[src/rtl/socd_pkg.sv]
`default_nettype none

package socd_pkg;

    // Defaults for the top-level parameters
    localparam int TICK_BITS_DEF  = 64;
    localparam int MID_DEPTH_DEF  = 2;
    localparam int OUT_DEPTH_DEF  = 2;

    // Fixed port width of the tick fields
    localparam int PORT_TICK_BITS = 64;

    // Button direction codes
    typedef enum logic [1:0] {
        DIR_POS  = 2'd0,
        DIR_NEU  = 2'd1,
        DIR_NEG  = 2'd2,
        DIR_RSVD = 2'd3
    } dir_t;

    // Resolution modes
    typedef enum logic [1:0] {
        MODE_NEUTRAL   = 2'd0,
        MODE_POS_PRIO  = 2'd1,
        MODE_NEG_PRIO  = 2'd2,
        MODE_LAST_WINS = 2'd3
    } mode_t;

    // What a queued word asks the back end to do
    typedef enum logic [1:0] {
        KIND_NONE     = 2'd0,
        KIND_TICK     = 2'd1,
        KIND_OVERRIDE = 2'd2
    } kind_t;

    // Axis values, 2-bit two's complement
    localparam logic [1:0] VAL_POS  = 2'b01;
    localparam logic [1:0] VAL_ZERO = 2'b00;
    localparam logic [1:0] VAL_NEG  = 2'b11;

    // Control part of a classified word
    typedef struct packed {
        kind_t kind;
        dir_t  dir;
        logic  last;
    } item_ctl_t;

    // Direction to axis value
    function automatic logic [1:0] dir_value(dir_t d);
        logic [1:0] v;
        case (d)
            DIR_POS: v = VAL_POS;
            DIR_NEG: v = VAL_NEG;
            default: v = VAL_ZERO;
        endcase
        return v;
    endfunction

endpackage

`default_nettype wire

[src/rtl/socd_fifo.sv]
`default_nettype none

module socd_fifo #(
    parameter int WIDTH = 8,
    parameter int DEPTH = 2
) (
    input  wire logic             clk,
    input  wire logic             rst_n,
    input  wire logic             push,
    input  wire logic [WIDTH-1:0] wdata,
    output logic                  full,
    input  wire logic             pop,
    output logic [WIDTH-1:0]      rdata,
    output logic                  empty
);

    localparam int PW = (DEPTH > 1) ? $clog2(DEPTH) : 1;
    localparam int CW = $clog2(DEPTH + 1);

    logic [WIDTH-1:0] mem_reg [DEPTH];
    logic [PW-1:0]    wr_ptr_reg, wr_ptr_next;
    logic [PW-1:0]    rd_ptr_reg, rd_ptr_next;
    logic [CW-1:0]    count_reg, count_next;
    logic             do_push, do_pop;

    assign full    = (count_reg == CW'(DEPTH));
    assign empty   = (count_reg == '0);
    assign do_push = push && !full;
    assign do_pop  = pop && !empty;
    assign rdata   = mem_reg[rd_ptr_reg];

    // Pointer and fill count update
    always_comb
    begin
        wr_ptr_next = wr_ptr_reg;
        rd_ptr_next = rd_ptr_reg;
        count_next  = count_reg;
        if (do_push)
        begin
            wr_ptr_next = (wr_ptr_reg == PW'(DEPTH - 1)) ? '0 : wr_ptr_reg + 1'b1;
        end
        if (do_pop)
        begin
            rd_ptr_next = (rd_ptr_reg == PW'(DEPTH - 1)) ? '0 : rd_ptr_reg + 1'b1;
        end
        if (do_push && !do_pop)
        begin
            count_next = count_reg + 1'b1;
        end
        else if (do_pop && !do_push)
        begin
            count_next = count_reg - 1'b1;
        end
    end

    always_ff @(posedge clk or negedge rst_n)
    begin
        if (!rst_n)
        begin
            wr_ptr_reg <= '0;
            rd_ptr_reg <= '0;
            count_reg  <= '0;
        end
        else
        begin
            wr_ptr_reg <= wr_ptr_next;
            rd_ptr_reg <= rd_ptr_next;
            count_reg  <= count_next;
        end
    end

    // Storage, no reset
    always_ff @(posedge clk)
    begin
        if (do_push)
        begin
            mem_reg[wr_ptr_reg] <= wdata;
        end
    end

endmodule

`default_nettype wire

[src/rtl/socd_front.sv]
`default_nettype none

module socd_front #(
    parameter int TICK_BITS = socd_pkg::TICK_BITS_DEF
) (
    input  wire logic                                push,
    output logic                                     full,
    input  wire logic                                pressed,
    input  wire logic                                overrides,
    input  wire logic [1:0]                          direction,
    input  wire logic [socd_pkg::PORT_TICK_BITS-1:0] press_tick,
    input  wire logic                                last_button,
    input  wire logic                                mid_full,
    output logic                                     mid_push,
    output socd_pkg::item_ctl_t                      mid_ctl,
    output logic [TICK_BITS-1:0]                     mid_tick
);

    import socd_pkg::*;

    logic usable;

    // Released buttons and the reserved direction carry no update
    assign usable = pressed && (dir_t'(direction) != DIR_RSVD);

    // Classify the word
    always_comb
    begin
        mid_ctl.dir  = dir_t'(direction);
        mid_ctl.last = last_button;
        if (!usable)
        begin
            mid_ctl.kind = KIND_NONE;
        end
        else if (overrides)
        begin
            mid_ctl.kind = KIND_OVERRIDE;
        end
        else
        begin
            mid_ctl.kind = KIND_TICK;
        end
    end

    assign mid_tick = press_tick[TICK_BITS-1:0];

    // Words that do nothing and end no run are dropped here
    assign full     = mid_full;
    assign mid_push = push && !mid_full && (usable || last_button);

endmodule

`default_nettype wire

[src/rtl/socd_back.sv]
`default_nettype none

module socd_back #(
    parameter int TICK_BITS = socd_pkg::TICK_BITS_DEF
) (
    input  wire logic                 clk,
    input  wire logic                 rst_n,
    input  wire socd_pkg::mode_t      mode,
    input  wire logic                 mid_empty,
    input  wire socd_pkg::item_ctl_t  mid_ctl,
    input  wire logic [TICK_BITS-1:0] mid_tick,
    output logic                      mid_pop,
    input  wire logic                 out_full,
    output logic                      out_push,
    output logic [1:0]                out_value,
    output logic [TICK_BITS-1:0]      out_tick
);

    import socd_pkg::*;

    // Run state
    logic [TICK_BITS-1:0] tick_reg [3];
    logic [TICK_BITS-1:0] tick_next [3];
    logic [2:0]           seen_reg, seen_next;
    logic                 lock_reg, lock_next;
    logic [1:0]           oval_reg, oval_next;
    logic [TICK_BITS-1:0] otick_reg, otick_next;

    // Snapshot of a finished run, waiting for resolution
    logic                 snap_valid_reg, snap_valid_next;
    logic [TICK_BITS-1:0] snap_tick_reg [3];
    logic [2:0]           snap_seen_reg;
    logic                 snap_lock_reg;
    logic [1:0]           snap_oval_reg;
    logic [TICK_BITS-1:0] snap_otick_reg;

    logic [TICK_BITS-1:0] tick_upd [3];
    logic [2:0]           hit;
    logic                 ovr_hit;
    logic                 run_end;
    logic                 snap_free;

    // Take a word unless it ends a run and the snapshot slot stays busy
    assign snap_free = !snap_valid_reg || !out_full;
    assign mid_pop   = !mid_empty && (!mid_ctl.last || snap_free);
    assign run_end   = mid_pop && mid_ctl.last;
    assign ovr_hit   = mid_pop && !lock_reg && (mid_ctl.kind == KIND_OVERRIDE);

    // Per-direction newest tick, replaced only by a strictly greater one
    always_comb
    begin
        for (int d = 0; d < 3; d++)
        begin
            hit[d] = mid_pop && !lock_reg && (mid_ctl.kind == KIND_TICK)
                     && (mid_ctl.dir == dir_t'(2'(d)))
                     && (!seen_reg[d] || (tick_reg[d] < mid_tick));
            tick_upd[d] = hit[d] ? mid_tick : tick_reg[d];
        end
    end

    // Next run state; cleared at the end of a run
    always_comb
    begin
        for (int d = 0; d < 3; d++)
        begin
            tick_next[d] = run_end ? '0 : tick_upd[d];
        end
        seen_next  = run_end ? 3'b000 : (seen_reg | hit);
        lock_next  = run_end ? 1'b0 : (lock_reg | ovr_hit);
        oval_next  = run_end ? VAL_ZERO : (ovr_hit ? dir_value(mid_ctl.dir) : oval_reg);
        otick_next = run_end ? '0 : (ovr_hit ? mid_tick : otick_reg);
    end

    always_comb
    begin
        snap_valid_next = snap_valid_reg;
        if (run_end)
        begin
            snap_valid_next = 1'b1;
        end
        else if (snap_valid_reg && !out_full)
        begin
            snap_valid_next = 1'b0;
        end
    end

    always_ff @(posedge clk or negedge rst_n)
    begin
        if (!rst_n)
        begin
            for (int d = 0; d < 3; d++)
            begin
                tick_reg[d] <= '0;
            end
            seen_reg       <= '0;
            lock_reg       <= 1'b0;
            oval_reg       <= VAL_ZERO;
            otick_reg      <= '0;
            snap_valid_reg <= 1'b0;
        end
        else
        begin
            for (int d = 0; d < 3; d++)
            begin
                tick_reg[d] <= tick_next[d];
            end
            seen_reg       <= seen_next;
            lock_reg       <= lock_next;
            oval_reg       <= oval_next;
            otick_reg      <= otick_next;
            snap_valid_reg <= snap_valid_next;
        end
    end

    // Snapshot payload, captured with the post-update run state
    always_ff @(posedge clk)
    begin
        if (run_end)
        begin
            for (int d = 0; d < 3; d++)
            begin
                snap_tick_reg[d] <= tick_upd[d];
            end
            snap_seen_reg  <= seen_reg | hit;
            snap_lock_reg  <= lock_reg | ovr_hit;
            snap_oval_reg  <= ovr_hit ? dir_value(mid_ctl.dir) : oval_reg;
            snap_otick_reg <= ovr_hit ? mid_tick : otick_reg;
        end
    end

    // Resolution: parallel compares, then selection
    logic                 p_seen, u_seen, n_seen;
    logic                 pos_ge_neu, pos_ge_neg, neu_ge_neg, tp_gt_tn;
    logic [TICK_BITS-1:0] tp, tn;

    assign p_seen     = snap_seen_reg[DIR_POS];
    assign u_seen     = snap_seen_reg[DIR_NEU];
    assign n_seen     = snap_seen_reg[DIR_NEG];
    assign tp         = p_seen ? snap_tick_reg[DIR_POS] : '0;
    assign tn         = n_seen ? snap_tick_reg[DIR_NEG] : '0;
    assign tp_gt_tn   = tp > tn;
    assign pos_ge_neu = snap_tick_reg[DIR_POS] >= snap_tick_reg[DIR_NEU];
    assign pos_ge_neg = snap_tick_reg[DIR_POS] >= snap_tick_reg[DIR_NEG];
    assign neu_ge_neg = snap_tick_reg[DIR_NEU] >= snap_tick_reg[DIR_NEG];

    always_comb
    begin
        out_value = VAL_ZERO;
        out_tick  = '0;
        if (snap_lock_reg)
        begin
            out_value = snap_oval_reg;
            out_tick  = snap_otick_reg;
        end
        else
        begin
            case (mode)
                MODE_NEUTRAL:
                begin
                    if (p_seen && !n_seen)
                    begin
                        out_value = VAL_POS;
                    end
                    else if (n_seen && !p_seen)
                    begin
                        out_value = VAL_NEG;
                    end
                    out_tick = tp_gt_tn ? tp : tn;
                end
                MODE_POS_PRIO:
                begin
                    if (p_seen)
                    begin
                        out_value = VAL_POS;
                        out_tick  = snap_tick_reg[DIR_POS];
                    end
                    else if (n_seen)
                    begin
                        out_value = VAL_NEG;
                        out_tick  = snap_tick_reg[DIR_NEG];
                    end
                end
                MODE_NEG_PRIO:
                begin
                    if (n_seen)
                    begin
                        out_value = VAL_NEG;
                        out_tick  = snap_tick_reg[DIR_NEG];
                    end
                    else if (p_seen)
                    begin
                        out_value = VAL_POS;
                        out_tick  = snap_tick_reg[DIR_POS];
                    end
                end
                default:
                begin
                    // newest press wins; ties prefer positive, then neutral
                    if (p_seen && (!u_seen || pos_ge_neu) && (!n_seen || pos_ge_neg))
                    begin
                        out_value = VAL_POS;
                        out_tick  = snap_tick_reg[DIR_POS];
                    end
                    else if (u_seen && (!n_seen || neu_ge_neg))
                    begin
                        out_value = VAL_ZERO;
                        out_tick  = snap_tick_reg[DIR_NEU];
                    end
                    else if (n_seen)
                    begin
                        out_value = VAL_NEG;
                        out_tick  = snap_tick_reg[DIR_NEG];
                    end
                end
            endcase
        end
    end

    assign out_push = snap_valid_reg && !out_full;

endmodule

`default_nettype wire

[src/rtl/socd_axis_resolver_core.sv]
// SOCD axis resolver: settles opposing directions on one stick axis.
//
// Input side is a queue: drive a button word on pressed, overrides,
// direction, press_tick and last_button with push high; it is taken at a
// clock edge where full is low. A run of words ends with last_button set,
// and that word yields one result. Result side is a queue too: while empty
// is low, axis_value and axis_tick show the oldest result; pop takes it.
// resolve_mode_we writes resolve_mode_wdata to the mode register; write it
// only while no run is in flight.
//
// Throughput: one word per cycle while full is low. The classifier feeds a
// small queue to the state-update stage; a finished run is snapshotted,
// resolved combinationally from the snapshot and written to the result
// queue once it has room, where it then becomes visible on the outputs.
// When pop stays low the result queue fills, the snapshot holds, the middle
// queue backs up and full rises; nothing is lost.
// Reset clears the run state, both queues and the mode (neutral cancel).
`default_nettype none

module socd_axis_resolver_core #(
    parameter int TICK_BITS = socd_pkg::TICK_BITS_DEF,
    parameter int MID_DEPTH = socd_pkg::MID_DEPTH_DEF,
    parameter int OUT_DEPTH = socd_pkg::OUT_DEPTH_DEF
) (
    input  wire logic                                clk,
    input  wire logic                                rst_n,
    input  wire logic                                push,
    output logic                                     full,
    input  wire logic                                pressed,
    input  wire logic                                overrides,
    input  wire logic [1:0]                          direction,
    input  wire logic [socd_pkg::PORT_TICK_BITS-1:0] press_tick,
    input  wire logic                                last_button,
    output logic                                     empty,
    input  wire logic                                pop,
    output logic signed [1:0]                        axis_value,
    output logic [socd_pkg::PORT_TICK_BITS-1:0]      axis_tick,
    input  wire logic                                resolve_mode_we,
    input  wire logic [1:0]                          resolve_mode_wdata
);

    import socd_pkg::*;

    localparam int MID_W = $bits(item_ctl_t) + TICK_BITS;
    localparam int OUT_W = 2 + TICK_BITS;

    // Mode register
    mode_t mode_reg;

    always_ff @(posedge clk or negedge rst_n)
    begin
        if (!rst_n)
        begin
            mode_reg <= MODE_NEUTRAL;
        end
        else if (resolve_mode_we)
        begin
            mode_reg <= mode_t'(resolve_mode_wdata);
        end
    end

    // Front end
    logic                 mid_push, mid_full, mid_pop, mid_empty;
    item_ctl_t            front_ctl, back_ctl;
    logic [TICK_BITS-1:0] front_tick, back_tick;
    logic [MID_W-1:0]     mid_rdata;

    socd_front #(
        .TICK_BITS (TICK_BITS)
    ) u_front (
        .push        (push),
        .full        (full),
        .pressed     (pressed),
        .overrides   (overrides),
        .direction   (direction),
        .press_tick  (press_tick),
        .last_button (last_button),
        .mid_full    (mid_full),
        .mid_push    (mid_push),
        .mid_ctl     (front_ctl),
        .mid_tick    (front_tick)
    );

    // Queue between front and back
    socd_fifo #(
        .WIDTH (MID_W),
        .DEPTH (MID_DEPTH)
    ) u_mid_fifo (
        .clk   (clk),
        .rst_n (rst_n),
        .push  (mid_push),
        .wdata ({front_ctl, front_tick}),
        .full  (mid_full),
        .pop   (mid_pop),
        .rdata (mid_rdata),
        .empty (mid_empty)
    );

    assign {back_ctl, back_tick} = mid_rdata;

    // Back end
    logic                 out_push, out_full;
    logic [1:0]           res_value;
    logic [TICK_BITS-1:0] res_tick;
    logic [OUT_W-1:0]     out_rdata;

    socd_back #(
        .TICK_BITS (TICK_BITS)
    ) u_back (
        .clk       (clk),
        .rst_n     (rst_n),
        .mode      (mode_reg),
        .mid_empty (mid_empty),
        .mid_ctl   (back_ctl),
        .mid_tick  (back_tick),
        .mid_pop   (mid_pop),
        .out_full  (out_full),
        .out_push  (out_push),
        .out_value (res_value),
        .out_tick  (res_tick)
    );

    // Result queue
    socd_fifo #(
        .WIDTH (OUT_W),
        .DEPTH (OUT_DEPTH)
    ) u_out_fifo (
        .clk   (clk),
        .rst_n (rst_n),
        .push  (out_push),
        .wdata ({res_value, res_tick}),
        .full  (out_full),
        .pop   (pop),
        .rdata (out_rdata),
        .empty (empty)
    );

    assign axis_value = signed'(out_rdata[OUT_W-1 -: 2]);
    assign axis_tick  = PORT_TICK_BITS'(out_rdata[TICK_BITS-1:0]);

endmodule

`default_nettype wire

[config.mk]
export PLATFORM = sky130hd
export DESIGN_NAME = socd_axis_resolver_core
export DESIGN_NICKNAME = d
export VERILOG_FILES = /design/src/rtl/socd_pkg.sv /design/src/rtl/socd_fifo.sv /design/src/rtl/socd_front.sv /design/src/rtl/socd_back.sv /design/src/rtl/socd_axis_resolver_core.sv
export SDC_FILE = /design/constraint.sdc
export NUM_CORES = 2
export LEC_CHECK = 0
export BUFFER_PORTS_ARGS = -buffer_cell sky130_fd_sc_hd__buf_4
export CAP_MARGIN = 0
export CORE_AREA = 2 2 356 252
export DETAILED_ROUTE_END_ITERATION = 6
export DIE_AREA = 0 0 358 254
export PLACE_DENSITY_LB_ADDON = 0.3
export SETUP_SLACK_MARGIN = 0.02
export SYNTH_ARGS = -nofsm -noshare
export SYNTH_HDL_FRONTEND = slang
export SYNTH_SLANG_ARGS = --single-unit
[constraint.sdc]
create_clock -name clk -period 10.9 [get_ports clk]
set_input_delay 3.27 -clock clk [delete_from_list [all_inputs] [get_ports clk]]
set_output_delay 3.27 -clock clk [all_outputs]
set_load 0.01 [all_outputs]
# Yosys cells after proc, flatten, opt, wreduce, memory -nomap -nowiden
# Memory sizes are Yosys's and may differ from the RTL's.
# Index checks and enable logic that the tools add are counted.
# W data, S select, Z words.
totals:
  ff_bits: 343
  mem_bits_rw: 462
  out_inout_bits: 68
  elab_cells: 159
  n_memories: 3
classes:
  n_addsub: 8
  magnitude_cmp: 7
  n_eq_ne: 9
  mux: 50
  bitwise: 2
  reduce_logical: 61
mem_list:
  columns: ["name", "words", "word_bits", "rd", "rd_ports_with_merged_regs", "wr", "line", "text"]
  rows:
  - ["u_back.snap_tick_reg", 3, 64, 3, 0, 3, "socd_back.sv:31", "logic [TICK_BITS-1:0] snap_tick_reg [3];"]
  - ["u_mid_fifo.mem_reg", 2, 69, 1, 0, 1, "socd_fifo.sv:20", "logic [WIDTH-1:0] mem_reg [DEPTH];"]
  - ["u_out_fifo.mem_reg", 2, 66, 1, 0, 1, "socd_fifo.sv:20", null]
op_table:
  columns: ["op", "count"]
  rows:
  - ["$mux W64", 16]
  - ["$ge A64 B64 Y1", 3]
  - ["$lt A64 B64 Y1", 3]
  - ["$pmux W64 S3", 1]
  - ["$gt A64 B64 Y1", 1]
  - ["$mux W2", 16]
  - ["$logic_and A1 B1 Y1", 28]
  - ["$logic_not A1 Y1", 17]
  - ["$mux W1", 14]
  - ["$eq A2 B2 Y1 const B", 5]
  - ["$logic_or A1 B1 Y1", 9]
  - ["$logic_not A2 Y1", 4]
  - ["$eq A2 B1 Y1 const B", 3]
  - ["$pmux W2 S3", 1]
  - ["$reduce_bool A2 Y1", 3]
  - ["$add A1 B1 Y1 const B", 4]
  - ["$add A2 B1 Y2 const B", 2]
  - ["$pmux W2 S2", 1]
  - ["$sub A2 B1 Y2 const B", 2]
  - ["$mux W3", 1]
  - ["$or A3 B3 Y3", 1]
  - ["$ne A2 B2 Y1 const B", 1]
  - ["$or A1 B1 Y1", 1]

# Logic depth before layout (Yosys ltp)
logic_depth:
  depth_word: 11
  depth_mapped: 16
  mapped_depth_nobuf: 12

# Hierarchy
# From an unflattened synthesis, not the netlist that was laid out.
hier_totals:
  hier_cells: 4306
  area_unflattened_um2: 49110.9
modules_own_cells:
  columns: ["mod", "instances", "cells_each", "area_each_um2"]
  rows:
  - ["socd_back", 1, 3769, 37887.6]
  - ["socd_fifo at u_mid_fifo", 1, 234, 5527.8]
  - ["socd_fifo at u_out_fifo", 1, 224, 5072.4]
  - ["socd_front", 1, 75, 550.5]
  - ["socd_axis_resolver_core", 1, 4, 72.6]

# Worst setup path after synthesis
# OpenSTA, ideal clock, no wires.
synth_timing:
  kind: "reg2reg"
  start: "reg u_mid_fifo.rd_ptr_reg"
  end: "reg u_back.snap_lock_reg, enable pin"
  setup_time_ns: 0.729
  arrival_ns: 8.484
  slack_ns: 1.687
  stages_incl_launch_ff: 6
  path_buffers: 2
  path_cell_list: "dfrtp_1 -> mux2i_1 -> o22ai_2 -> nor2_1 -> clkbuf_1 -> clkbuf_1"
synth_via:
  elab_chain_cells: 5
synth_rtl:
  columns: ["item", "line", "text"]
  rows:
  - ["start, declared", "socd_fifo.sv:22", "logic [PW-1:0] rd_ptr_reg, rd_ptr_next;"]
  - ["start signal, assigned", "socd_fifo.sv:67", "rd_ptr_reg <= rd_ptr_next;"]
  - ["$mem_v2 Z2 W69 *", null, null]
  - ["$logic_not A1 Y1", "socd_back.sv:45", "assign mid_pop = !mid_empty && (!mid_ctl.last || snap_free);"]
  - ["$logic_or A1 B1 Y1", "socd_back.sv:45", null]
  - ["$logic_and A1 B1 Y1", "socd_back.sv:45", null]
  - ["$logic_and A1 B1 Y1 *", "socd_back.sv:46", "assign run_end = mid_pop && mid_ctl.last;"]
  - ["via u_back.run_end", "socd_back.sv:40", "logic run_end;"]
  - ["end signal, assigned", "socd_back.sv:125", "snap_lock_reg <= lock_reg | ovr_hit;"]
  - ["end, declared", "socd_back.sv:33", "logic snap_lock_reg;"]
# Mark *: on every way through the listed nets, which the timed path passes. The rest lies on a longest branch.
# A chain may end at the register's enable or synchronous reset.

==> run_results.csv <==
group,metric,value,unit
worst_setup_path,start_kind,"flip-flop",
logic_synthesis,yosysSeqAreaShare,0.523,
power,p_per_area,342,mW/mm²
sta,period_share,0.644,
detailed_routing,drc,1,
worst_setup_path,cp.arrival,7.57,ns
hold_path,hp-class,"reg -> reg",
finish,final_core_utilization,0.560,
worst_setup_path,crit_slowest_cell,"dfrtp_4",
detailed_routing,dr_total_vias,31361,
sta,slew_headroom,0.0940,
finish,drive_above_1_share,0.111,
power,seqPwrFrac,0.349,
worst_setup_path,worstSetupEndpointType,"flip-flop",
status,violations,"design-rule violations",
sta,finClkSkew,0.0286,ns
sta,hold_viol,0,
logic_synthesis,yosys.area.top_type,"edfxtp_1",
clock_network,cts_setup_buffers,0,
worst_setup_path,crit_buf_inv,3,
sta,rsz0062_at_grt,"no",
worst_setup_path,cp_common_cell,"buf_4",
sta,worstMarginPinSlew,1.35,ns
worst_setup_path,worstPathMaxFanout,84,
sta,slew_violations,0,
sta,tns,0,ns
detailed_routing,postRouteAntennaNets,0,
clock_network,cts_buffers,81,
clock_network,cts_root_buf,"clkbuf_16",
logic_synthesis,synth_area_leaders,"edfxtp_1 37%, dfrtp_1 16%, ha_1 13%, mux2i_1 4.4%, a21oi_1 3.0%",
floorplan,die_w,358,µm
logic_synthesis,avgSynthCellArea,11.4,µm²
detailed_routing,dr.pass1.iters,7,
detailed_routing,drt-vias-per-instance,6.07,
worst_setup_path,path_class,"reg -> reg",
worst_setup_path,max_stage_delay,0.96,ns
placement,port_buffers,143,
placement,post_dp_cell_area,0.0461,mm²
sta,period_minus_slack,7.02,ns
clock_network,cts-htree-levels,3,
finish,final_area,0.0489,mm²
logic_synthesis,synth_edf_count,532,
global_route,grt_pass1_vias,29931,
floorplan,core_area,0.0874,mm²
logic_synthesis,synth_cells,3819,
detailed_routing,initialDrtViolationCount,3476,
clock_network,cts_tree,"yes",
power,switching_share,0.425,
power,p_switching,7110,µW
logic_synthesis,yosysTopAreaCellShare,0.367,
global_route,grt_pass1_wl,183000,µm
global_route,grt_max_degree,188,
power,p_clk_frac,0.179,
global_route,grt_antenna_before_repair,1,
clock_network,cts_sinks,805,
worst_setup_path,critical_path.top_delay_family,"compound AO/OA/AOI/OAI gates",
sta,fmax,0.142,GHz
clock_network,clkSlewWorstSetupHoldPaths,0.06,ns
status,run_status,"complete, but fails checks",
floorplan,die_h,254,µm
finish,syn_to_final_growth,12.3,%
logic_synthesis,ys_warn_count,0,
worst_setup_path,path_cells,"buf_4, mux2i_1, ha_1, a21o_1, a21o_1, a21oi_1, o21ai_0, a221oi_1, nand3_1, o21ai_4, buf_4, buf_4, nor2_1, a211oi_1",
logic_synthesis,ys_ff_latch,805,
floorplan,die_area,0.0909,mm²
logic_synthesis,syn_area,0.0436,mm²
clock_network,cts-resized-gates,0,
detailed_routing,routed_wl,120000,µm
logic_synthesis,syn_nets,4344,
logic_synthesis,synthFlopType,"edfxtp_1",
logic_synthesis,yosysUniqueCellTypes,72,
logic_synthesis,synthArstFlopShare,0.339,
run,maxCapViolCount,0,
placement,hpwl,82600,µm
floorplan,io_pins,144,
sta,setup_viol,0,
power,vdd_ir_drop_max,0.000307,V
detailed_routing,wl_per_cell,23.2,µm
floorplan,start_util,0.498,
global_route,grt_usage,0.266,
worst_setup_path,required,11.45,ns
power,p_leak,0.0214,µW
clock_network,clk_latency,0.68,ns
floorplan,rows,91,
global_route,overflow,0,
power,power.share.combinational,0.471,
power,internal_power,9640,µW
clock_network,hold_buffers,0,
placement,gp_congestion,0.904,
finish,fin_nets,4462,
clock_network,cts_max_path_buffers,3,
cell usage in the layout, fill, tap and decap left out, types with 82 or more instances in the layout:
cell       count
nand2_1      207
buf_4        220
edfxtp_1     532
mux2i_1      190
clkbuf_16     89
nor2_1       242
nand4_1       83
a211oi_1     153
dfrtp_1      271
ha_1         449
o211ai_1      82
a21o_1        90
inv_1        274
a21oi_1      263
o21ai_0      127
nor2b_1       83
cell families after synthesis:
kind of cell    after synthesis  share of synthesized area
flops                       805                      0.523
xor+xnor                     10                    0.00201
fa+ha+maj                   449                      0.129
mux                         258                     0.0613
compound gates              933                      0.139
simple gates                899                      0.103
buf+inv                     465                     0.0423
synth_stat cells, types with 5 or more instances:
library cell and n:
a211o_1 7, a211oi_1 153, a21o_1 90, a21oi_1 263
a221oi_1 6, a31oi_1 72, a32oi_1 63, and2b_1 58
and4_1 9, buf_1 10, buf_2 36, buf_6 7
clkbuf_1 136, dfrtp_1 273, edfxtp_1 532, ha_1 449
inv_1 275, mux2_2 67, mux2i_1 190, nand2_1 207
nand2b_1 71, nand3_1 82, nand4_1 83, nor2_1 247
nor2b_1 83, nor3_1 21, nor4_1 14, o211ai_1 82
o21a_1 12, o21ai_0 127, o21ai_1 10, o221ai_1 6
o22ai_1 5, xnor2_1 7
metal layers:
layer,track usage,vias to the layer above,routed length (µm)
met5,0,-,0
met3,0.0637,152,12400
met1,0.420,15286,57000
met4,0.0581,0,2120
met2,0.364,1401,48300
li1,-,14522,-
layout make-up:
class,instances,area (µm²)
clock buffers,117,2420
diodes,1,2.50
well taps,1162,1450
inverters,276,1040
repair buffers,224,1730
clock inverters,35,438
flip-flops and latches,805,22800
fillers,7339,38500
multi-input cells,2549,19100
worst reg2reg max path, stage by stage (launching register included):
cell	delay [ns]
dfrtp_4	0.96
buf_4	0.56
mux2i_1	0.72
ha_1	0.38
a21o_1	0.16
a21o_1	0.17
a21oi_1	0.13
o21ai_0	0.11
a221oi_1	0.51
nand3_1	0.21
o21ai_4	0.87
buf_4	0.78
buf_4	0.82
nor2_1	0.26
a211oi_1	0.28
path summary, 6_finish.rpt:
| kind | startpoint | to | slack, ns | cells after the start |
|---|---|---|---|---|
| setup reg to reg | u_mid_fifo.rd_ptr_reg$_DFFE_PN0P_ | u_back.tick_reg[27]$_DFF_PN0_ | 3.88 | 14 |
| setup / recovery | u_mid_fifo.rd_ptr_reg$_DFFE_PN0P_ | u_back.tick_reg[27]$_DFF_PN0_ | 3.88 | 14 |
| max in group asynchronous | rst_n | u_back.otick_reg[34]$_DFF_PN0_ | 6.80 | 2 |
| min in group asynchronous | rst_n | u_back.tick_reg[137]$_DFF_PN0_ | 2.58 | 1 |
| hold reg to reg | u_out_fifo.count_reg[1]$_DFFE_PN0P_ | u_out_fifo.count_reg[1]$_DFFE_PN0P_ | 0.54 | 1 |
| hold / removal | u_out_fifo.count_reg[1]$_DFFE_PN0P_ | u_out_fifo.count_reg[1]$_DFFE_PN0P_ | 0.54 | 1 |
power groups by stage:
stage	Sequential (µW)	Clock [µW]	Combinational (µW)
after global routing	5950	3170	8770
after global placement	5850	0	7550
after floorplan	5630	0	5280
after CTS	5820	3050	7770
after detailed placement	5870	0	7700
final	5850	3010	7900
metrics by stage:
step	worst slack (ns)	std cells	hold slack, ns	power (µW)
final	3.88	5169	0.543	16700
after global routing	3.47	5168	0.568	17900
after CTS	4.03	5168	0.540	16600
after detailed placement	4.06	5016	0.532	13600
after global placement	4.16	5016	0.531	13400
after floorplan	1.69	3819	0.460	10900
Note: power is estimated with default switching activity, not from simulation.
